File: config.mk
export PLATFORM = sky130hd
export DESIGN_NAME = hhc_color
export DESIGN_NICKNAME = d
export VERILOG_FILES = /design/src/hw/rtl/hhc_pkg.sv /design/src/hw/rtl/hhc_color.sv
export SDC_FILE = /design/constraint.sdc
export NUM_CORES = 1
export LEC_CHECK = 0
export BUFFER_PORTS_ARGS = -buffer_cell sky130_fd_sc_hd__buf_2
export CELL_PAD_IN_SITES_DETAIL_PLACEMENT = 2
export CELL_PAD_IN_SITES_GLOBAL_PLACEMENT = 2
export CORE_ASPECT_RATIO = 1.4
export CORE_MARGIN = 5
export CORE_UTILIZATION = 41
export DETAILED_ROUTE_END_ITERATION = 7
export PLACE_DENSITY = 0.95
export SETUP_SLACK_MARGIN = 0.4
export SYNTH_ARGS = -nofsm -noshare
export SYNTH_HDL_FRONTEND = slang
export SYNTH_SLANG_ARGS = --single-unit
export TNS_END_PERCENT = 100
File: constraint.sdc
create_clock -name aclk -period 6.75 [get_ports aclk]
set_input_delay 0.3375 -clock aclk [delete_from_list [all_inputs] [get_ports aclk]]
set_output_delay 0.3375 -clock aclk [all_outputs]
set_load 0.02 [all_outputs]
File: src/hw/rtl/hhc_pkg.sv
`timescale 1ns / 1ps
// Shared codes and types for the heat histogram colormap core.
// No dependencies.
package hhc_pkg;

    // Operation codes carried in s_tuser
    localparam logic [1:0] FUNC_ADD   = 2'd0;
    localparam logic [1:0] FUNC_CLEAR = 2'd1;
    localparam logic [1:0] FUNC_DECAY = 2'd2;
    localparam logic [1:0] FUNC_READ  = 2'd3;

    // Configuration register indexes
    localparam logic [2:0] CFG_MODE      = 3'd0;
    localparam logic [2:0] CFG_WIDTH     = 3'd1;
    localparam logic [2:0] CFG_HEIGHT    = 3'd2;
    localparam logic [2:0] CFG_STOP_LOW  = 3'd3;
    localparam logic [2:0] CFG_STOP_MID  = 3'd4;
    localparam logic [2:0] CFG_STOP_HIGH = 3'd5;

    // Update modes
    localparam logic [1:0] MODE_REPLACE = 2'd1;
    localparam logic [1:0] MODE_DECAY   = 2'd2;

    // Q24.8 count constants and the Q1.16 decay factor of one
    localparam logic [31:0] Q8_ONE    = 32'd256;
    localparam logic [31:0] COUNT_TOP = 32'hFFFF_FEFF;
    localparam logic [16:0] FACTOR_ONE = 17'd65536;

    // Three RGBA color stops, red in the low byte
    typedef struct packed {
        logic [31:0] stop_high;
        logic [31:0] stop_mid;
        logic [31:0] stop_low;
    } hhc_stops_t;

endpackage

File: src/hw/rtl/hhc_color.sv
`timescale 1ns / 1ps
// Color lerp over three stops: level to RGBA, exact floor of t/255.
// Depends on hhc_pkg.
module hhc_color (
    input  logic              aclk,
    input  logic              start,
    input  logic [7:0]        level,
    input  hhc_pkg::hhc_stops_t stops,
    output logic [31:0]       pixel     // r [7:0], g [15:8], b [23:16], a [31:24]
);
    import hhc_pkg::*;

    logic [8:0]  num2;
    logic [7:0]  num;
    logic [31:0] sa, sb;
    logic [15:0] t_reg [4];

    // Lower half blends low..mid, upper half mid..high
    always_comb begin
        num2 = {level, 1'b0};
        if (num2 < 9'd255) begin
            sa  = stops.stop_low;
            sb  = stops.stop_mid;
            num = num2[7:0];
        end else begin
            sa  = stops.stop_mid;
            sb  = stops.stop_high;
            num = 8'(num2 - 9'd255);
        end
    end

    // t = a*(255-num) + b*num, at most 255*255
    always_ff @(posedge aclk) begin
        if (start) begin
            for (int i = 0; i < 4; i++) begin
                t_reg[i] <= 16'(sa[8*i +: 8]) * 16'(8'd255 - num)
                          + 16'(sb[8*i +: 8]) * 16'(num);
            end
        end
    end

    // floor(t/255) = (t + 1 + (t >> 8)) >> 8 for t below 65535
    always_comb begin
        for (int i = 0; i < 4; i++) begin
            pixel[8*i +: 8] = 8'((17'(t_reg[i]) + 17'd1 + 17'(t_reg[i] >> 8)) >> 8);
        end
    end

endmodule
# Word level (Yosys, flattened, before mapping)
# Memories as Yosys holds them, arrays and structs flattened.
# Cells that the tools add are included.
[word_totals]
memories = 1
out_inout_bits = 32
register_bits = 0
inputBits = 106
wordCells = 29
ram_bits = 64
[memory_table]
columns = ["name", "words", "word_bits", "rd", "rd_ports_with_merged_regs", "wr", "line_no", "rtl"]
rows = [
  ["t_reg", 4, 16, 4, 0, 4, "hhc_color.sv:16", "logic [15:0] t_reg [4];"],
]
[classes]
n_lt_le_gt_ge = 1
addsub = 14
n_mux = 5
mul = 8
[ops]
columns = ["operator", "n"]
rows = [
  ["16-bit by 1-bit adder with 16-bit output, second input constant", 4],
  ["16-bit adder", 4],
  ["16-bit by 8-bit adder with 16-bit output", 4],
  ["8-bit by 8-bit multiplier with 16-bit output", 4],
  ["32-bit two-way mux", 2],
  ["8-bit by 16-bit multiplier with 16-bit output", 3],
  ["9-bit by 9-bit multiplier with 16-bit output", 1],
  ["9-bit by 8-bit less-than comparator with 1-bit output, second input constant", 1],
  ["8-bit by 8-bit subtractor with 9-bit output, first input constant", 1],
  ["8-bit two-way mux", 1],
  ["8-bit subtractor, second input constant", 1],
  ["1-bit two-way mux", 2],
]

# Depth between registers and ports, before layout
[depth]
depth_word = 5
mapped_depth = 24
mapped_depth_nobuf = 22

# Least setup slack after synthesis
# Ideal clock, no wire load.
[synth_timing]
kind = "input to register"
startpoint = "input level[7]"
endpoint = "memory t_reg[2][15], data pin"
setup_time_ns = 0.258
t_required_ns = 6.492
path_stages = 20
arrival_ns = 5.605
path_buffers = 2
path_slack_ns = 0.887
cell_sequence = "clkbuf_1 -> buf_2 -> a21oi_1 -> or2_2 -> fa_1 -> fa_1 -> inv_1 -> fa_1 -> fa_1 -> fa_1 -> inv_1 -> fa_1 -> inv_1 -> ha_1 -> a2111oi_4 -> o21ai_2 -> a41oi_2 -> o21ai_1 -> a21oi_2 -> xnor2_1"
[synth_rtl]
columns = ["element", "line_no", "rtl"]
rows = [
  ["start: declaration", "hhc_color.sv:7", "input logic [7:0] level,"],
  ["end: declaration", "hhc_color.sv:16", ""],
]

==> results by group <==
Status
  • Status: complete, no violations

Worst setup path
  • Crit path cell chain: buf_8 > buf_6 > nor2b_2 > a21oi_4 > or2_2 > fa_2 > fa_1 > fa_1 > inv_1 > fa_1 > fa_2 > inv_1 > fa_1 > inv_1 > ha_1 > or4_4 > o221ai_4 > o21bai_1 > a21oi_2 > xnor2_1
  • Most used cell, CP: fa_1
  • Worst path max stage delay: ~0.62 ns
  • Startpoint types: input pin
  • Worst Path Required: roughly 6.9 ns
  • Crit-path max FO: 19
  • Critical Path End: t_reg[3][12]
  • Slowest-stage cell, CP: fa_2
  • Worst setup EP type: flip-flop
  • Setup CP Type: input pin to flip-flop
  • Worst EP arrival: around 6.5 ns
  • CP Launch Point: level[7]
  • WP depth: 20
  • WP buf/inv: 5
  • Top delay family on crit path: adder cells

Synth
  • Post-synth top area cell: fa_1
  • Syn Inst Count: around 2.2k
  • Flops & latches, synth: between 60 and 70
  • Synth warnings: 0
  • Post-synth EDFFs: 64
  • Top FF cell, synth: edfxtp_1
  • Top cell type's share of synthesized area: 36.8%
  • Avg Cell Area, Syn: just over 9 um2
  • Library cells used by synthesis: 58
  • Synth area leaders: fa_1, ha_1, inv_1
  • Async S/R FF share, synth: 0%
  • Synthesized area: 20900 um2
  • Seq/Total Area, Yosys: around 9%

Clock network
  • CTS H-tree lvls: 3
  • Total clock buffers created by CTS: 9
  • Clk sinks: 64
  • Hold buffers post-CTS: 0
  • CTS tree: built
  • Root buf cell: clkbuf_16
  • CTS max path bufs: 2
  • Worst-path clk slew: around 0.060 ns

Detailed routing
  • Met2 Wirelength: roughly 46000 um
  • Antenna-violating nets left: 0
  • Metal1 wirelength: 28300 um
  • Routed wire per std cell: about 29 um
  • DR WL met3: 3940 um
  • WL final: between 80000 and 90000 um
  • Detailed-route vias per instance: around 5.6
  • 1st-iter DRT viols: approximately 670
  • Top routing layer in use: met5
  • Vias: roughly 17k
  • # DRC: 0
  • DR pass1 iterations: 5

Timing
  • Max-slew headroom: 27.5%
  • F_max: 0.156 GHz
  • Final setup vio count: 0
  • Slew Viols, Final: 0
  • Worst slew pin tran: ~1.1 ns
  • Final period util: roughly 95%
  • RSZ-0062 raised after global routing: yes
  • Final min period: between 6 and 7 ns
  • Final hold vios: 0
  • Setup TNS: 0 ns

Die
  • Initial Utilization: between 40% and 50%
  • I/O pin count: 138
  • Site Rows: 97
  • Die width: between 200 and 250 um
  • Core box area: roughly 50000 um2
  • Die ar.: about 56000 um2
  • Die height: 277 um

GRT
  • Remaining Overflow, GRT: 0
  • Initial antenna violation count: 4
  • First-pass GRT wire length: around 130000 um
  • GRT Resource Usage Total: between 30% and 40%
  • Largest net degree at the start of global routing: 65
  • Vias in the first global route: approximately 21k

Layout
  • Synth-to-Final Area Change: 11.5%
  • Final instance count without filler cells: between 3k and 4k
  • Share of layout cells above drive strength 1: between 10% and 20%
  • Max FFs per register: 64
  • Post-layout nets: roughly 3.2k
  • Final core utilization: between 40% and 50%

Place
  • Gp weighted congestion: approximately 0.88
  • Detailed placer's ending HPWL: 72100 um
  • Buffers on Ports: 137
  • Dpl cells: roughly 3k

Job
  • Number of max-cap violations: 0

Worst hold path
  • Hold Path Class: input pin to flip-flop
worst min-delay path by stage:
stage / from / end / slack [ns] / cells past startpoint
after CTS: stops[8] / t_reg[1][0] / 0.28 / 2
final: stops[8] / t_reg[1][0] / 0.30 / 2
after floorplan: start / t_reg[0][0] / 0.45 / 0
after global placement: stops[72] / t_reg[1][0] / 0.66 / 2
after global routing: stops[8] / t_reg[1][0] / 0.30 / 2
after detailed placement: stops[8] / t_reg[1][0] / 0.68 / 2
cells by family after synthesis:
| group | after synthesis | synth area share, % |
|---|---|---|
| AO/OA/AOI/OAI | 201 | 6.40 |
| XOR/XNOR | 91 | 3.82 |
| adder cells (fa/ha/maj) | 665 | 53.7 |
| buffers and inverters | 591 | 10.7 |
| flip-flops | 64 | 9.22 |
| multiplexers | 13 | 0.648 |
| other | 1 | 0.0180 |
| AND/OR/NAND/NOR | 604 | 15.5 |
synthesized netlist by cell type (10+ instances only):
cell type  count
o21a_1        10
a21o_1        31
inv_1        529
clkbuf_1      48
or2_2        115
ha_1         282
edfxtp_1      64
a21boi_0      12
nand3_1       13
xnor2_1       71
fa_1         383
nor2_1       136
nand2_1       77
and2_1        59
o21ai_0       23
nor2b_1      141
nand2b_1      35
a21oi_1       70
xor2_1        20
a211oi_1      10
repair_timing:
action | 4_1_cts | 5_1_grt
gates cloned | 0 | 0
gates resized for setup | 40 | 52
pin swaps | 0 | 6
buffers inserted | 0 | 6
endpoints found under the setup margin | 15 | 17
area by class of cell:
| class | instances | area [um2] |
|---|---|---|
| Inverter | 529 | 1990 |
| Clock inverter | 4 | 15.0 |
| Tap cell | 643 | 805 |
| Antenna cell | 2 | 5.00 |
| Timing Repair Buffer | 202 | 1280 |
| Fill cell | 5375 | 27000 |
| Clock buffer | 9 | 225 |
| Multi-Input combinational cell | 1578 | 17000 |
| Sequential cell | 64 | 1920 |
per-layer routing:
layer,vias up,track usage (%)
met1,8792,29.8
met3,431,6.77
met5,-,0
li1,7091,-
met2,635,57.9
met4,4,24.5
placed cells by master (no fill, tap or decap), types with 6 or more instances in the layout:
master and n:
nor2b_1 133, a21o_1 31, a21boi_0 7, or2_2 114
and2_1 58, buf_2 131, a21oi_4 7, a21oi_1 47
o21ai_0 21, inv_1 526, mux2i_1 8, clkbuf_16 9
nor3_1 9, o21a_1 10, nand2_1 77, o211ai_1 7
a21oi_2 17, buf_12 6, nor2_1 136, ha_1 280
edfxtp_1 64, xor2_1 20, nand2b_1 35, buf_4 59
o21bai_1 8, xnor2_1 71, fa_1 372, a211oi_1 10
fa_2 11, nor2b_2 7, nand3_1 13
metrics by stage:
step	hold slack [ns]	instance area (um2)	setup WS (ns)
floorplan	0.450	20900	0.887
global placement	0.659	22600	0.295
detailed placement	0.676	22600	-0.545
CTS	0.282	23000	0.399
global route	0.296	23300	0.294
finish	0.295	23300	0.335
Power is not shown: default switching activity piles up to over one toggle a cycle in this logic, so the estimate is an artifact.
