<file path="src/hw/rtl/hhc_bin.sv">
`timescale 1ns / 1ps
// Point binning: Q1.14 coordinates to a flat cell address, two register stages.
// Depends on nothing outside this file.
module hhc_bin #(
    parameter int MAX_GRID_W = 64,
    parameter int MAX_GRID_H = 64
) (
    input  logic                                  aclk,
    input  logic signed [15:0]                    point_x,
    input  logic signed [15:0]                    point_y,
    input  logic [$clog2(MAX_GRID_W+1)-1:0]       grid_w,
    input  logic [$clog2(MAX_GRID_H+1)-1:0]       grid_h,
    output logic [((MAX_GRID_W*MAX_GRID_H > 1) ?
                   $clog2(MAX_GRID_W*MAX_GRID_H) : 1)-1:0] cell_idx
);
    localparam int WW    = $clog2(MAX_GRID_W + 1);
    localparam int HW    = $clog2(MAX_GRID_H + 1);
    localparam int DEPTH = MAX_GRID_W * MAX_GRID_H;
    localparam int AW    = (DEPTH > 1) ? $clog2(DEPTH) : 1;

    logic [15:0]      ux, uy;
    logic [15+WW:0]   px;
    logic [15+HW:0]   py;
    logic [WW-1:0]    ix_raw, ix_next, ix_reg;
    logic [HW-1:0]    iy_raw, iy_next, iy_reg;

    // Offset to 0..32768 with y flipped so +1 lands on row 0
    assign ux = 16'(17'(point_x) + 17'sd16384);
    assign uy = 16'(17'sd16384 - 17'(point_y));
    assign px = ux * grid_w;
    assign py = uy * grid_h;
    assign ix_raw = WW'(px >> 15);
    assign iy_raw = HW'(py >> 15);

    // Clamp the edge coordinate into the last cell
    always_comb begin
        ix_next = (ix_raw >= grid_w) ? grid_w - WW'(1) : ix_raw;
        iy_next = (iy_raw >= grid_h) ? grid_h - HW'(1) : iy_raw;
    end

    always_ff @(posedge aclk) begin
        ix_reg   <= ix_next;
        iy_reg   <= iy_next;
        cell_idx <= AW'(32'(iy_reg) * 32'(grid_w) + 32'(ix_reg));
    end

endmodule

</file>
<file path="config.mk">
export PLATFORM = sky130hd
export DESIGN_NAME = hhc_bin
export DESIGN_NICKNAME = d
export VERILOG_FILES = /design/src/hw/rtl/hhc_bin.sv
export SDC_FILE = /design/constraint.sdc
export NUM_CORES = 1
export LEC_CHECK = 0
export BUFFER_PORTS_ARGS = -buffer_cell sky130_fd_sc_hd__buf_2
export CAP_MARGIN = 20
export CORE_ASPECT_RATIO = 1.1
export CORE_UTILIZATION = 57
export CTS_BUF_LIST = sky130_fd_sc_hd__clkbuf_8
export DETAILED_ROUTE_END_ITERATION = 12
export PLACE_DENSITY = 0.74
export SLEW_MARGIN = 20
export SYNTH_ARGS = -nofsm -noshare
export SYNTH_HDL_FRONTEND = slang
export SYNTH_SLANG_ARGS = --single-unit
</file>
<file path="constraint.sdc">
create_clock -name aclk -period 8.7 [get_ports aclk]
set_input_delay 1.74 -clock aclk [delete_from_list [all_inputs] [get_ports aclk]]
set_output_delay 1.74 -clock aclk [all_outputs]
set_load 0.005 [all_outputs]
</file>
## Word level (Yosys, flattened, before mapping)

Index checks and enable logic that the tools add are counted.

- Add/sub/neg operators: 5
- Multiply operators: 3
- Order comparisons: 2
- Mux-type cells: 2

Operators by type and width:

| operator | number |
|---|---|
| $mul 16x7->22 | 2 |
| $add 16x16->16 const B | 1 |
| $sub 16x16->16 const A | 1 |
| $ge 7x7->1 | 2 |
| $mux 7 | 2 |
| $sub 7x1->7 const B | 2 |
| $add 12x7->12 | 1 |
| $mul 7x7->12 | 1 |

- Bits in registers: 26
- Input port bits: 47
- Output and inout port bits: 12
- Word-level logic and storage cells: 15

## Depth between registers and ports, before layout

Gate-level depths: netlist of the first run.

- Word-level depth: 4
- Mapped depth: 29
- Mapped depth without buffers: 28

## Worst setup path before layout of the first run

No wires, ideal clock.

- Kind: input to register
- Start point: in point_y[2]
- End point: reg iy_reg[4]
- Library setup time: 0.115 ns
- Arrival: 7.896 ns
- Required time: 8.585 ns
- Slack: 0.689 ns
- Stages on the path: 26
- Path buffers: 1
- Cells stage by stage: nor4_2 > nor4b_4 > nand2_1 > or3_4 > xor2_1 > and2_1 > fa_1 > fa_1 > fa_1 > inv_1 > fa_1 > inv_1 > ha_1 > a21oi_1 > nand4_1 > a2111oi_2 > o31ai_1 > xor2_1 > ha_1 > o21ai_0 > o21bai_1 > a21oi_1 > o21ai_0 > clkbuf_1 > nand2_1 > o21a_1

- Longest elaborated chain between the ends: 4

Ends and longest elaborated chain:

| element | line | source |
|---|---|---|
| start, declared | 10 | `input logic signed [15:0] point_y,` |
| $sub 16x16->16 (*) | 29 | `assign uy = 16'(17'sd16384 - 17'(point_y));` |
| $mul 16x7->22 (*) | 31 | `assign py = uy * grid_h;` |
| $ge 7x7->1 | 38 | `iy_next = (iy_raw >= grid_h) ? grid_h - HW'(1) : iy_raw;` |
| $mux 7 (*) | 38 |  |
| net iy_next[4] | 25 | `logic [HW-1:0] iy_raw, iy_next, iy_reg;` |
| end signal, assigned | 43 | `iy_reg <= iy_next;` |
| end, declared | 25 |  |

Mark *: on every way through the listed nets, which the timed path passes. The rest lies on a longest branch.

## Final worst setup path of the first run

- Start point: in point_y[2]
- End point: reg iy_reg[1]

Same word-level chain as after synthesis.

==> impl_results.md, run 1 <==
- Area Growth Syn to Fin: 6.12%
- Power after layout: 3.43 mW
- Syn_area_per_cell: just under 9 sq um
- Post-cts resize count: 0
- Internal Power: 1.68 mW
- Post-synthesis compound-gate area fraction: 6.30%
- # hold bufs at CTS: 0
- Flops & latches, synth: 26
- Fin crit share: a little over nine tenths
- Fill count: between 1,000 and 1,500
- Ant diodes: 0
- RSZ-0062 raised after global routing: false
- Drt first pass iters: 5
- Die H: 135 microns
- Initial antenna violation count: 0
- P per Cell Area: 353 nW/um^2
- Num CTS Buffers: 3
- Max cap viols: 0
- Largest cells by area after synthesis: fa_1, ha_1, and2_1, inv_1, nand2_1
- Largest net degree at the start of global routing: 26
- Mux contribution to synthesized area: less than 1%
- Area of the multi-input gates: between 7000 and 8000 sq um
- Ys async rst share: 0%
- Setup bufs post-CTS: 0
- Post-synth top flop: dfxtp_1
- Global-route wire length before repair: ~34,000 microns
- Detailed Place HPWL: about 16,000 microns
- Post-synth cell types: between 40 and 50
- Post-synth top area share: between 30% and 40%
- Critical Path Start Type: primary input
- Layout cells sized above 1: ~8%
- Post-Synth XOR/XNOR Area: 5.46%
- Simple-gate share of the synthesized area: between 20% and 30%
- Number of H-tree levels: 1
- Switching Fraction: 50.9%
- Sequential share of the synthesized area: roughly 5.7%
- Worst-path fanout max: 9
- Vias: a little under 7,000
- Fmax: roughly 120 MHz
- Count of final setup violators: 0
- Nets: 1,412
- Worst relative slew slack: around 55%
- Syn. warnings: 0
- Logic pwr share: 88.8%
- Most frequent cells after synthesis: inv_1, fa_1, nand2_1, and2_1, ha_1
- Synthesized area: 9140 sq um
- Most frequent cell after synthesis: inv_1
- Sequential cell area: 520 sq um
- Yosys top cell by area: fa_1
- RD Place Congestion: about 0.89
- DIE AREA: between 15,000 and 20,000 sq um
- Net switching power: roughly 1.7 mW
- Clock-pin slew on the worst setup and hold paths: around 100 ps
- Slew at the pin closest to its max-slew limit: approximately 660 ps
- Syn Inst Count: ~1,000
- Core Rows: 48
- Syn Nets: 1,371
- Leakage: 5.06 nW
- Vias in the first global route: 7,390
- Critical path endpoint category: flop
- Peak supply drop: roughly 0.36 mV
- Hold Crit Class: reg -> reg
- ANT nets after route: 0
- Worst EP arrival: 8450 ps
- Root Buffer: clkbuf_8
- Flop pwr share: ~8%
- Min Tclk post-route: a little over 8000 ps
- Clk_lat worst skew: approximately 270 ps
- DRC: 0
- Pins over their slew limit: 0
- Largest family of logic cells by synthesized area: adder cells
- Worst Skew: a little over 4 ps
- Final Hold Fails: 0
- Total gr overflow: 0
- Wire length per cell: between 10 and 15 microns
- Placed insts: roughly 1,300
- CTS max path bufs: 2
- Core box area: between 15,000 and 20,000 sq um
- Status: completed
- Initial DRC Count: 268
- Adder-cell share of the synthesized area: a little over half
- Non-Filler Instances: approximately 1,300
- I/O Buffers: 58
- Tot GR Track Use: roughly a quarter
- WL final: ~19,000 microns
- Clock Power Share: 3.0%
- CTS tree: done
- Initial Utilization: between 50 and 60%
- CP required: between 8000 and 9000 ps
- Crit Path Category: in -> reg
- Via/cell ratio: 5.36
- # IOs: between 50 and 60
- Die width: 123 microns
- EDFF count, synth: 0
- Max reg flops: 12
- Clk sinks: 26
-- kinds of logic (layout without fill, tap and decap cells) --
logic type | after synthesis | count (layout)
AND/OR/NAND/NOR | 357 | 357
adder cells (fa/ha/maj) | 282 | 282
buffers and inverters | 230 | 270
AO/OA/AOI/OAI | 83 | 83
XOR/XNOR | 57 | 57
flip-flops | 26 | 26
multiplexers | 7 | 7
-- placed cells by master, fill, tap and decap left out, types with 7 or more instances in the layout --
cell,count
inv_1,202
fa_1,164
nand2_1,139
and2_1,131
ha_1,118
buf_2,58
xnor2_1,43
nor2_1,29
a21oi_1,26
dfxtp_1,26
nand3_1,14
o21ai_0,14
xor2_1,13
nand2b_1,10
a211oi_1,9
and3_1,7
nor3_1,7
-- through the flow --
| step | setup WS [ps] | setup TNS, ps | util (%) | area [sq um] | hold WS (ps) |
|---|---|---|---|---|---|
| after detailed placement | -17.7 | -44.6 | 61.4 | 9620 | 511 |
| final | 426 | 0 | 61.9 | 9700 | 546 |
| after global routing | 82.3 | 0 | 61.9 | 9700 | 553 |
| after floorplan | 689 | 0 | - | 9140 | 432 |
| after CTS | 280 | 0 | 61.8 | 9690 | 531 |
| after global placement | 208 | 0 | 61.4 | 9620 | 484 |
-- path summary, 6_finish.rpt --
check / slack [ps] / endpoint / depth (start not counted) / start
max: 430 / iy_reg[1]$_DFF_P_ / 27 / point_y[2]
min: 550 / cell_idx[0]$_DFF_P_ / 1 / ix_reg[0]$_DFF_P_
max reg2reg: 4380 / cell_idx[11]$_DFF_P_ / 15 / iy_reg[5]$_DFF_P_
min reg2reg: 550 / cell_idx[0]$_DFF_P_ / 1 / ix_reg[0]$_DFF_P_
-- worst max-delay path, cell delays in order --
cell and delay (ps):
buf_2 130, nor4_2 390, nor4b_4 360, nand2_1 140
or3_4 380, o31ai_4 260, and3_1 220, fa_1 440
fa_1 520, fa_1 490, inv_1 50, fa_1 470
inv_1 40, ha_1 340, a21oi_1 300, nand4_1 150
a2111oi_2 450, o31ai_1 180, xor2_1 180, ha_1 290
o21ai_0 70, o21bai_1 130, a21oi_1 80, o21ai_1 250
buf_4 220, nand2_1 70, o21a_1 100
-- routing by layer --
metal / vias up / GRT usage (%) / part of all wire [%]
met4: 0 / 3.46 / 1.0
li1: 3305 / - / -
met2: 128 / 47.1 / 52
met1: 3426 / 32.8 / 44
met5: - / 0 / 0
met3: 16 / 1.44 / 2.8
-- cell type report --
cell class | instances | area share (%)
multi-input combinational | 786 | 80.0
inverter | 202 | 7.82
sequential | 26 | 5.37
timing repair buffer | 64 | 3.46
tap | 200 | 2.58
clock buffer | 3 | 0.426
clock inverter | 1 | 0.310
-- power groups by stage --
stage,clock network [mW],registers (mW),logic (mW)
6_report,0.104,0.279,3.05
4_1_cts,0.106,0.279,3.08
3_3_place_gp,0,0.282,2.93
2_1_floorplan,0,0.266,2.43
3_5_place_dp,0,0.282,3.05
5_1_grt,0.109,0.289,3.56
(Power assumes the default switching activity.)
==> run 2: changes to the inputs <==
--- a/config.mk
+++ b/config.mk
@@ -11,7 +11,7 @@
 export CORE_UTILIZATION = 57
 export CTS_BUF_LIST = sky130_fd_sc_hd__clkbuf_8
 export DETAILED_ROUTE_END_ITERATION = 12
-export PLACE_DENSITY = 0.74
+export PLACE_DENSITY = 0.77
 export SLEW_MARGIN = 20
 export SYNTH_ARGS = -nofsm -noshare
 export SYNTH_HDL_FRONTEND = slang
==> constraint.sdc (replaced) <==
create_clock -name aclk -period 7.5 [get_ports aclk]
set_input_delay 1.5 -clock aclk [delete_from_list [all_inputs] [get_ports aclk]]
set_output_delay 1.5 -clock aclk [all_outputs]
set_load 0.005 [all_outputs]
==> impl_results.md, run 2 (synthesis results as in run 1) <==
- Status: finished with violations
- Failing checks: negative setup slack
- DIE AREA: 16,500 sq um (unchanged)
- Min Tclk post-route: roughly 7500 ps
- Most common cell after layout, fill and taps aside: inv_1
- Most used cells in the layout excluding fill and tap cells: inv_1, fa_1, nand2_1
- Global-route wire length before repair: 34,700 microns (+2.9%)
- Die width: 123 microns (unchanged)
- Hold Crit Class: reg -> reg
- Root Buffer: clkbuf_8
- Pins over their slew limit: 0 (unchanged)
- Clock-pin slew on the worst setup and hold paths: 100 ps (about the same)
- RSZ-0062 raised after global routing: true
- Clk sinks: 26 (unchanged)
- # hold bufs at CTS: 0 (unchanged)
- Worst Skew: 3.08 ps (-1.04 ps)
- Worst EP arrival: 7730 ps (-720 ps)
- Detailed Place HPWL: 16,700 microns (+6.8%)
- Fin crit share: 101%
- Worst relative slew slack: 58.7% (+3.2 points)
- Initial Utilization: 58.3% (unchanged)
- Drt first pass iters: 4 (-1)
- Tot GR Track Use: 26.1% (+0.75 points)
- CP required: 7680 ps (-1200 ps)
- Core Rows: 48 (unchanged)
- Vias in the first global route: 7,707 (+4.3%)
- Leakage: 5.44 nW (+7.4%)
- Initial DRC Count: 263 (-1.9%)
- Vias: 7,255 (+5.5%)
- Total negative setup slack: -138 ps (-138 ps)
- WL final: 20,000 microns (+6.0%)
- Largest delay share family, worst path: adder cells
- Worst-path cell chain: buf_8 > nor4_4 > nor4b_4 > nand2_1 > or3_4 > o31ai_4 > and3_4 > fa_1 > fa_2 > fa_1 > fa_1 > ha_4 > a41oi_2 > nand4_1 > a2111oi_4 > o31ai_2 > xor2_1 > ha_1 > o21ai_2 > o21bai_1 > a21oi_1 > o21ai_2 > mux2_4
- Final setup margin: -46.4 ps (-473 ps)
- Critical path endpoint category: flop
- Non-Filler Instances: 1,352 (+5.5%)
- CTS max path bufs: 2 (unchanged)
- Core box area: 15,700 sq um (unchanged)
- Wire length per cell: 14.8 microns (+0.49%)
- RD Place Congestion: 0.905 (+1.9%)
- WP buf/inv: 1 (-3)
- Initial antenna violation count: 0 (unchanged)
- Max cap viols: 0 (unchanged)
- Largest net degree at the start of global routing: 25 (-3.8%)
- Max reg flops: 12 (unchanged)
- # IOs: 59 (unchanged)
- Worst path slowest cell: fa_1
- Critical Path Most Common Cell: fa_1
- Final Hold Fails: 0 (unchanged)
- Nets: 1,482 (+5.0%)
- Slew at the pin closest to its max-slew limit: 612 ps (-51.6 ps)
- Fmax: 133 MHz
- Peak supply drop: 0.360 mV (+0.90%)
- Layout cells sized above 1: 16.0% (+7.9 points)
- Num CTS Buffers: 3 (unchanged)
- Crit path largest cell delay: 580 ps (+60 ps)
- Critical Path Start Type: primary input
- Count of final setup violators: 5 (+5)
- Worst-path fanout max: 4 (-5)
- Clk_lat worst skew: 280 ps (about the same)
- DRC: 0 (unchanged)
- Total gr overflow: 0 (unchanged)
- P per Cell Area: 423 nW/um^2 (+20%)
- Placed insts: 1,341 (+4.9%)
- CTS tree: done
- Die H: 135 microns (unchanged)
- Crit Path Category: in -> reg
- ANT nets after route: 0 (unchanged)
- Number of H-tree levels: 1 (unchanged)
- Area Growth Syn to Fin: 14.0%
- Via/cell ratio: 5.37 (about the same)
- I/O Buffers: 58 (unchanged)
- Ant diodes: 0 (unchanged)
run 2: cell count changes in the layout (fill, tap and decap cells not counted), sizes merged:
cell	before	now
buf	64	134
run 2: power by group:
group / internal, mW / switching (mW)
Sequential: 0.267 / 0.0537
Clock: 0.0716 / 0.0486
Combinational: 1.91 / 2.06
run 2: worst paths after layout:
kind,startpoint,to,slack (ps),cells after the start
min reg2reg,ix_reg[0]$_DFF_P_,cell_idx[0]$_DFF_P_,510,1
max reg2reg,iy_reg[5]$_DFF_P_,cell_idx[11]$_DFF_P_,3160,15
min,ix_reg[0]$_DFF_P_,cell_idx[0]$_DFF_P_,510,1
max,point_y[4],iy_reg[6]$_DFF_P_,-50,23
run 2: final cells by class:
type / count / area [sq um]
multi-input cells: 786 / 7940
inverters: 202 / 758
clock inverters: 1 / 30.0
clock buffers: 3 / 41.3
fillers: 1228 / 5250
repair buffers: 134 / 881
flip-flops and latches: 26 / 520
well taps: 200 / 250
run 2: metrics by stage:
stage               hold slack [ps]  util, %  area [sq um]  total power, mW  setup WS [ps]
floorplan                       432        -          9180             3.16           40.6
global route                    550     66.5         10400             5.03           -325
finish                          507     66.5         10400             4.41          -46.4
CTS                             507     65.2         10200             4.25           10.6
global placement                467     64.6         10100             3.92           -139
detailed placement              470     64.6         10100             4.09           -352
run 2: repair_timing:
action / CTS / global route
cloned: 0 / 1
setup endpoints to repair: 6 / 7
pin swaps: 1 / 36
endpoints found under the hold margin: 0 / 0
setup buffers: 0 / 6
resized for setup: 1 / 38
run 2: per-layer routing:
| layer | GRT usage [%] | vias to the layer above | wire length [microns] |
|---|---|---|---|
| li1 | - | 3442 | - |
| met1 | 32.6 | 3605 | 8280 |
| met2 | 47.8 | 177 | 10600 |
| met3 | 2.20 | 31 | 800 |
| met4 | 6.84 | 0 | 303 |
| met5 | 0 | - | 0 |
