[config.mk]
export PLATFORM = sky130hd
export DESIGN_NAME = hhc_level
export DESIGN_NICKNAME = d
export VERILOG_FILES = /design/src/hw/rtl/hhc_level.sv
export SDC_FILE = /design/constraint.sdc
export NUM_CORES = 1
export LEC_CHECK = 0
export ABC_AREA = 1
export ABC_CLOCK_PERIOD_IN_PS = 4050
export BUFFER_PORTS_ARGS = -buffer_cell sky130_fd_sc_hd__buf_2
export CAP_MARGIN = 15
export CORE_AREA = 2 2 138 173
export CTS_CLUSTER_DIAMETER = 40
export DETAILED_ROUTE_END_ITERATION = 7
export DIE_AREA = 0 0 140 175
export MAX_ROUTING_LAYER = met4
export PLACE_DENSITY = 0.71
export SKIP_LAST_GASP = 1
export SLEW_MARGIN = 0
export SYNTH_ARGS = -nofsm -noshare
export SYNTH_HDL_FRONTEND = slang
export SYNTH_SLANG_ARGS = --single-unit
[constraint.sdc]
create_clock -name aclk -period 4.05 [get_ports aclk]
set_clock_uncertainty 0.1 [all_clocks]
set_input_delay 0.405 -clock aclk [delete_from_list [all_inputs] [get_ports aclk]]
set_output_delay 0.405 -clock aclk [all_outputs]
set_load 0.01 [all_outputs]
[src/hw/rtl/hhc_level.sv]
`timescale 1ns / 1ps
// Level divider: min(255, floor(count*255/peak)), one quotient bit a cycle.
// Depends on nothing outside this file.
module hhc_level (
    input  logic        aclk,
    input  logic        aresetn,
    input  logic        start,
    input  logic [31:0] count,
    input  logic [31:0] peak,
    output logic        done,
    output logic [7:0]  level
);
    logic [39:0] rem_reg;
    logic [38:0] dvs_reg;
    logic [7:0]  q_reg;
    logic [2:0]  step_reg;
    logic        run_reg;
    logic        done_reg;
    logic        fits;

    assign fits  = rem_reg >= 40'(dvs_reg);
    assign done  = done_reg;
    assign level = q_reg;

    // Restoring division; count below peak keeps the quotient in 8 bits
    always_ff @(posedge aclk) begin
        if (!aresetn) begin
            run_reg  <= 1'b0;
            done_reg <= 1'b0;
        end else begin
            done_reg <= 1'b0;
            if (start) begin
                if (count >= peak) begin
                    q_reg    <= 8'hFF;
                    done_reg <= 1'b1;
                end else begin
                    rem_reg  <= {count, 8'h00} - 40'(count);
                    dvs_reg  <= {peak, 7'h00};
                    q_reg    <= 8'h00;
                    step_reg <= 3'd0;
                    run_reg  <= 1'b1;
                end
            end else if (run_reg) begin
                if (fits) begin
                    rem_reg <= rem_reg - 40'(dvs_reg);
                end
                q_reg    <= {q_reg[6:0], fits};
                dvs_reg  <= dvs_reg >> 1;
                step_reg <= step_reg + 3'd1;
                if (step_reg == 3'd7) begin
                    run_reg  <= 1'b0;
                    done_reg <= 1'b1;
                end
            end
        end
    end

endmodule

# Word level (Yosys, flattened, before mapping)
# Index checks and enable logic that the tools add are counted.
[classes]
n_addsub = 3
n_lt_le_gt_ge = 2
eq_ne = 2
mux = 21
n_reduce_logical = 5
[op_table]
columns = ["operator", "count"]
rows = [
  ["$mux W40", 4],
  ["$mux W39", 3],
  ["$ge A40 B39 Y1", 1],
  ["$sub A40 B32 Y40", 1],
  ["$sub A40 B39 Y40", 1],
  ["$ge A32 B32 Y1", 1],
  ["$mux W8", 3],
  ["$mux W3", 3],
  ["$mux W1", 8],
  ["$reduce_and A4 Y1", 1],
  ["$reduce_bool A2 Y1", 2],
  ["$add A3 B1 Y3 const B", 1],
  ["$eq A3 B3 Y1 const B", 1],
  ["$reduce_and A3 Y1", 1],
  ["$ne A2 B2 Y1 const B", 1],
  ["$reduce_and A2 Y1", 1],
]
[totals]
regBits = 92
inputBits = 67
word_cells = 39

# Longest topological paths before layout
# Gate-level depths: netlist of run 1.
[logic_depth]
ltp_word = 4
mapped_depth = 16
ltp_nobuf = 16

# Worst setup path before layout of run 1
# OpenSTA, ideal clock, no wires.
[synth_timing]
path_kind = "reg-to-reg"
startpoint = "reg dvs_reg[0]"
endpoint = "reg rem_reg[0] (enable)"
setup_ps = 437
arrival_time_ps = 3191
required_ps = 3513
slack_ps = 321
stages_incl_launch_ff = 12
synth_period_minus_slack_ps = 3729
cell_sequence = "edfxtp_1 ha_1 inv_1 fa_1 nand2_1 nand3_1 nand2_1 o21bai_2 nand3_1 nand4_1 nor2_1 nor2_1"
[synth_between]
elab_chain_cells = 3
[synth_lines]
columns = ["element", "line_no", "text"]
rows = [
  ["from (decl)", "14", "logic [38:0] dvs_reg;"],
  ["from (signal assigned)", "38", "dvs_reg <= {peak, 7'h00};"],
  ["from (signal assigned)", "48", "dvs_reg <= dvs_reg >> 1;"],
  ["$ge A40 B39 Y1", "21", "assign fits = rem_reg >= 40'(dvs_reg);"],
  ["$reduce_bool A2 Y1 (no line)", "n/a", ""],
  ["$reduce_and A4 Y1 (no line)", "n/a", ""],
  ["to (signal assigned)", "37", "rem_reg <= {count, 8'h00} - 40'(count);"],
  ["to (signal assigned)", "45", "rem_reg <= rem_reg - 40'(dvs_reg);"],
  ["to (decl)", "13", "logic [39:0] rem_reg;"],
]
# Every way passes these cells.
# A chain may end at the register's enable or synchronous reset.

# Worst setup path after layout of run 1
[layout_timing]
startpoint = "reg dvs_reg[0]"
endpoint = "reg rem_reg[12] (enable)"
# Same word-level chain as after synthesis.

==> impl_metrics.env, run 1 <==
export IMPL_async_flop_share_pct=0
export IMPL_core_area_um2=22900
export IMPL_critPathLaunchType="register"
export IMPL_grt_util_all_layers_pct=28.2
export IMPL_fin_area_um2=11100
export IMPL_clock_sinks=92
export IMPL_layout_drive_gt1_share_pct=7.55
export IMPL_ios=76
export IMPL_max_freq_ghz=0.335
export IMPL_fp_dieArea_um2=24500
export IMPL_die_w_um=140
export IMPL_worstPathRequired_ps=4000
export IMPL_power_frac_comb_pct=39.4
export IMPL_p_seq_share_pct=35.7
export IMPL_cp_cell_sequence="ha_1, inv_1, fa_1, nand2_1, nand3_1, nand2_1, o21bai_2, nand3_1, nand4_1, nor2_1, nor2_4, buf_12"
export IMPL_rsz0062_at_grt="no"
export IMPL_cts_htree_levels=3
export IMPL_regToRegSetupSlack_ps=1070
export IMPL_min_period_ps=2980
export IMPL_yosys_cell_count_top_type="nand2_1"
export IMPL_syn_num_nets=1797
export IMPL_finalHoldViolCount=0
export IMPL_dp_hpwl_um=27300
export IMPL_yosysUniqueCellTypes=42
export IMPL_dp_slack_ps=796
export IMPL_synth_area_um2=10100
export IMPL_path_max_fanout=28
export IMPL_largest_reg_flops=40
export IMPL_dpl_cell_area_um2=10800
export IMPL_final_max_slew_viol_count=0
export IMPL_crit_start="dvs_reg[0]"
export IMPL_vias=10200
export IMPL_hold_buffers=0
export IMPL_cts_buffers=9
export IMPL_fin_ws_ps=1070
export IMPL_leakagePower_uw=0.00605
export IMPL_cts_root_buf="clkbuf_16"
export IMPL_slowest_stage="nor2_4"
export IMPL_drt_iter0_markers=751
export IMPL_synth_top_cell_area_share_pct=26.7
export IMPL_netSwitchingPower_uw=1310
export IMPL_worst_slew_pin_slew_ps=648
export IMPL_path_depth=12
export IMPL_whs_ps=215
export IMPL_setup_worst_path_end="rem_reg[12]"
export IMPL_ir_worst_vdd_v=0.000235
export IMPL_post_route_drc_count=3
export IMPL_violations="DRC"
export IMPL_final_setup_tns_ps=0
export IMPL_grt_ovfl_total=0
export IMPL_critical_path_arrival_ps=2940
export IMPL_min_period_over_period_pct=73.7
export IMPL_ctsResizeCount=0
export IMPL_start_util_pct=44.2
export IMPL_syn_to_final_growth_pct=9.91
export IMPL_num_rows=62
export IMPL_worst_path_largest_cell_delay_ps=440
export IMPL_synth_edf_count=90
export IMPL_grt_pass1_wl_um=52200
export IMPL_crit_path_end_kind="register"
export IMPL_grt_pass1_vias=10200
export IMPL_dieHeight_um=175
export IMPL_switching_share_pct=39.7
export IMPL_yosysTopAreaCell="edfxtp_1"
export IMPL_port_buffers=75
export IMPL_antenna_found_initial=2
export IMPL_path_class="reg -> reg"
export IMPL_setup_violations=0
export IMPL_cts_tree="yes"
export IMPL_maxCapViolations=0
export IMPL_reg2regPathDepth=12
export IMPL_hp_class="in -> reg"
export IMPL_grt_max_degree=67
export IMPL_relSlewSlack_pct=56.8
export IMPL_wire_per_inst_um=16.3
export IMPL_intPower_uw=1990
export IMPL_syn_instance_count=1631
export IMPL_clkSlewWorstSetupHoldPaths_ps=70
export IMPL_fin_cells=1999
export IMPL_ys_flop_type="edfxtp_1"
export IMPL_cts_buffer_depth=2
export IMPL_dp_cells=1981
export IMPL_ys_ff_latch=92
export IMPL_fin_nets=1870
export IMPL_path_buf_inv=2
export IMPL_postCtsSetupRepairBufs=0
export IMPL_vias_per_cell=5.12
export IMPL_critical_path_top_delay_family="simple AND/OR/NAND/NOR gates"
export IMPL_gp_congestion=0.997
export IMPL_synth_avg_cell_area_um2=6.20
export IMPL_drtAntennaViolNets=0
export IMPL_yosys_top_cells_count="nand2_1, inv_1, nor2_1, nand3_1, ha_1"
export IMPL_min_from="aresetn"
export IMPL_status="finished with violations"
export IMPL_pwr_share_clk_pct=24.9
export IMPL_seq_area_frac_synth_pct=27.1
export IMPL_clk_latency_ps=360
export IMPL_first_pass_iters=7
export IMPL_drt_total_wl_um=32500
export IMPL_fill_cells=2440
export IMPL_synth_area_leaders="edfxtp_1, nand2_1, ha_1"
export IMPL_r2r_start="dvs_reg[0]"
export IMPL_reg2reg_to="rem_reg[12]"
export IMPL_p_per_area_nw_per_um2=297
export IMPL_yosysWarningCount=0
## worst min path at each step
stage	cells past startpoint	endpoint
2_1_floorplan	2	run_reg
5_1_grt	3	done
4_1_cts	3	done
3_5_place_dp	2	run_reg
3_3_place_gp	2	run_reg
6_report	3	done
## placed cells by master (no fill, tap or decap), drive strengths merged, types with 9 or more instances in the layout
| master | n |
|---|---|
| nand3 | 104 |
| clkbuf | 9 |
| buf | 80 |
| edfxtp | 90 |
| a21oi | 90 |
| nor2 | 159 |
| ha | 98 |
| nand2 | 577 |
| o21ai | 84 |
| inv | 330 |
| nor3 | 15 |
| o21bai | 12 |
| nand4 | 9 |
## layer usage
layer / track usage, % / vias up / part of all wire, %
met4: 14.5 / 0 / 5.7
met3: 3.29 / 94 / 4.6
met5: - / - / 0
li1: - / 5292 / -
met1: 32.2 / 4552 / 41
met2: 48.6 / 293 / 48
## logic make-up after synthesis
group | count (synthesis) | share of synthesized area (%)
buffers and inverters | 346 | 12.9
adders and majority gates | 99 | 12.3
xor gates and xnor gates | 11 | 0.953
AOI/OAI and AO/OA | 196 | 10.5
and+or+nand+nor | 887 | 36.2
DFF | 92 | 27.1
## power by group through the flow
stage | Combinational, uW | Sequential [uW] | Clock, uW
finish | 1300 | 1180 | 824
global route | 1470 | 1180 | 864
CTS | 1290 | 1180 | 836
detailed placement | 1290 | 1200 | 0
global placement | 1270 | 1200 | 0
floorplan | 887 | 1200 | 0
## cell type report
type	count	area [um^2]	share of cell area [%]
flip-flops and latches	92	2740	24.7
clock buffers	9	225	2.03
well taps	288	360	3.24
inverters	328	1230	11.1
multi-input cells	1193	6070	54.6
diodes	2	5.00	0.0450
clock inverters	7	50.0	0.450
repair buffers	80	428	3.85
## tightest hold or removal path, stage by stage
cell and delay (ps):
buf_2 100, inv_1 80, a21oi_1 40
## through the flow
step,total power (uW),utilization [%]
floorplan,2090,-
global placement,2470,47.3
detailed placement,2490,47.3
CTS,3310,48.5
global route,3520,48.6
finish,3300,48.6
No activity file was read; power rests on OpenSTA's default activity.
==> run 2: changes to the inputs <==
--- a/config.mk
+++ b/config.mk
@@ -6,7 +6,7 @@
 export NUM_CORES = 1
 export LEC_CHECK = 0
 export ABC_AREA = 1
-export ABC_CLOCK_PERIOD_IN_PS = 4050
+export ABC_CLOCK_PERIOD_IN_PS = 3000
 export BUFFER_PORTS_ARGS = -buffer_cell sky130_fd_sc_hd__buf_2
 export CAP_MARGIN = 15
 export CORE_AREA = 2 2 138 173
==> constraint.sdc (replaced) <==
create_clock -name aclk -period 3 [get_ports aclk]
set_clock_uncertainty 0.1 [all_clocks]
set_input_delay 0.3 -clock aclk [delete_from_list [all_inputs] [get_ports aclk]]
set_output_delay 0.3 -clock aclk [all_outputs]
set_load 0.01 [all_outputs]
==> run 2 against run 1 <==
  * The flow still finishes with violations (DRC)
  * Worst setup slack got worse by 810 ps
  * Non-clock buffer count is 12 higher
  * Utilization increased by 0.69 points
  * Via count rose by 1.5%
  * Final cell count increased by 0.65%
  * Sequential share of layout area fell by 0.35 points
  * Wire length is 3.3% higher
  * Critical path depth rose by 1
  * First-iteration DRC count down 8.7%
  * Largest power group unchanged
==> impl_metrics.env, run 2 (synthesized netlist as in run 1, its figures left out) <==
export IMPL_status="finished with violations"
export IMPL_violations="DRC"
export IMPL_min_from="aresetn"
export IMPL_reg2regPathDepth=13
export IMPL_final_setup_tns_ps=0
export IMPL_setup_violations=0
export IMPL_critPathLaunchType="register"
export IMPL_grt_pass1_wl_um=51900
export IMPL_cts_htree_levels=3
export IMPL_gp_congestion=0.964
export IMPL_fill_cells=2453
export IMPL_final_util_pct=49.2
export IMPL_postCtsSetupRepairBufs=0
export IMPL_leakagePower_uw=0.00614
export IMPL_cts_buffer_depth=2
export IMPL_power_uw=4620
export IMPL_worst_slew_pin_slew_ps=570
export IMPL_reg2reg_to="rem_reg[16]"
export IMPL_dp_hpwl_um=28000
export IMPL_seq_area_um2=2740
export IMPL_ir_worst_vdd_v=0.000299
export IMPL_maxCapViolations=0
export IMPL_core_area_um2=22900
export IMPL_clkSlewWorstSetupHoldPaths_ps=80
export IMPL_hp_class="in -> reg"
export IMPL_fin_ws_ps=256
export IMPL_vias=10400
export IMPL_post_route_drc_count=2
export IMPL_holdPathStages=3
export IMPL_ctsResizeCount=0
export IMPL_mostFrequentLayoutCells="nand2_1, inv_1, nor2_1"
export IMPL_die_w_um=140
export IMPL_worstPathRequired_ps=2980
export IMPL_wire_per_inst_um=16.7
export IMPL_r2r_start="rem_reg[0]"
export IMPL_regToRegSetupSlack_ps=260
export IMPL_fp_dieArea_um2=24500
export IMPL_critical_path_top_delay_family="compound AO/OA/AOI/OAI gates"
export IMPL_fin_nets=1882
export IMPL_final_common_cell="nand2_1"
export IMPL_rsz0062_at_grt="no"
export IMPL_cts_buffers=9
export IMPL_min_period_over_period_pct=91.5
export IMPL_dieHeight_um=175
export IMPL_path_max_fanout=4
export IMPL_port_buffers=75
export IMPL_vias_per_cell=5.16
export IMPL_p_per_area_nw_per_um2=410
export IMPL_antenna_found_initial=3
export IMPL_cts_tree="yes"
export IMPL_clk_latency_ps=370
export IMPL_largest_reg_flops=40
export IMPL_holdPathEnd="done"
export IMPL_hold_buffers=0
export IMPL_grt_util_all_layers_pct=28.3
export IMPL_critical_path_arrival_ps=2720
export IMPL_syn_to_final_growth_pct=11.5
export IMPL_crit_start="rem_reg[0]"
export IMPL_ios=76
export IMPL_first_pass_iters=8
export IMPL_cp_cell_sequence="inv_1, ha_1, inv_1, fa_1, nand2_1, nand3_1, nand2_1, o21bai_2, buf_4, nand2_1, nand2_1, o21ai_0, o21ai_0"
export IMPL_num_rows=62
export IMPL_grt_ovfl_total=0
export IMPL_grt_pass1_vias=10100
export IMPL_cts_root_buf="clkbuf_16"
export IMPL_min_period_ps=2740
export IMPL_crit_path_end_kind="register"
export IMPL_relSlewSlack_pct=62.0
export IMPL_drt_iter0_markers=686
export IMPL_multi_input_area_um2=6070
export IMPL_drtAntennaViolNets=0
export IMPL_path_buf_inv=3
export IMPL_drt_total_wl_um=33600
export IMPL_final_max_slew_viol_count=0
export IMPL_max_freq_ghz=0.364
export IMPL_grt_max_degree=56
export IMPL_clock_sinks=92
export IMPL_dp_slack_ps=245
export IMPL_worst_path_largest_cell_delay_ps=400
export IMPL_layout_drive_gt1_share_pct=8.25
export IMPL_crit_top_cell="nand2_1"
export IMPL_path_class="reg -> reg"
export IMPL_slowest_stage="fa_1"
export IMPL_finalHoldViolCount=0
export IMPL_start_util_pct=44.2
## run 2: cell count changes in the layout (fill, tap and decap cells not counted), sizes merged
| cell | previous run | this run |
|---|---|---|
| buf | 80 | 92 |
| clkinv | 4 | 1 |
| inv | 330 | 333 |
| bufinv | 0 | 1 |
| clkinvlp | 1 | 0 |
| diode | 2 | 3 |
## run 2: worst register-to-register path, delay by kind of cell (launching register included)
family | cells | cell delay, ps
and+or+nand+nor | 5 | 500
AOI/OAI and AO/OA | 3 | 660
DFF | 1 | 370
buffers and inverters | 3 | 320
adders and majority gates | 2 | 540
## run 2: per-layer routing
layer / part of all wire, % / track usage, % / vias up / wire length, um
met5: 0 / - / - / 0
li1: - / - / 5331 / -
met2: 50 / 50.5 / 297 / 16700
met1: 41 / 31.8 / 4675 / 13800
met4: 4.7 / 11.6 / 0 / 1580
met3: 4.5 / 3.84 / 80 / 1510
## run 2: power breakdown
group	leakage, uW	switching (uW)	internal, uW	total (uW)
Sequential	0.000865	32.3	1560	1590
Combinational	0.00513	1210	590	1800
Clock	0.000149	563	660	1220
## run 2: area by class of cell
type	count	area share [%]
Timing Repair Buffer	92	4.93
Sequential cell	92	24.3
Inverter	328	10.9
Tap cell	288	3.20
Multi-Input combinational cell	1193	53.9
Clock buffer	9	2.00
Antenna cell	3	0.0666
Clock inverter	7	0.688
## run 2: stage by stage
step | std cells | area (um^2) | hold slack (ps)
final | 2012 | 11300 | 89.8
after global routing | 2012 | 11300 | 97.8
after CTS | 2009 | 11300 | 80.6
after detailed placement | 1993 | 11000 | 365
after global placement | 1993 | 11000 | 363
after floorplan | 1631 | 10100 | 332
## run 2: worst max path at each step
stage,endpoint,slack [ps],cells after the start
floorplan,dvs_reg[0],230,13
global route,rem_reg[16],140,13
finish,rem_reg[16],260,13
detailed placement,rem_reg[16],240,13
CTS,rem_reg[16],220,13
global placement,rem_reg[16],290,13
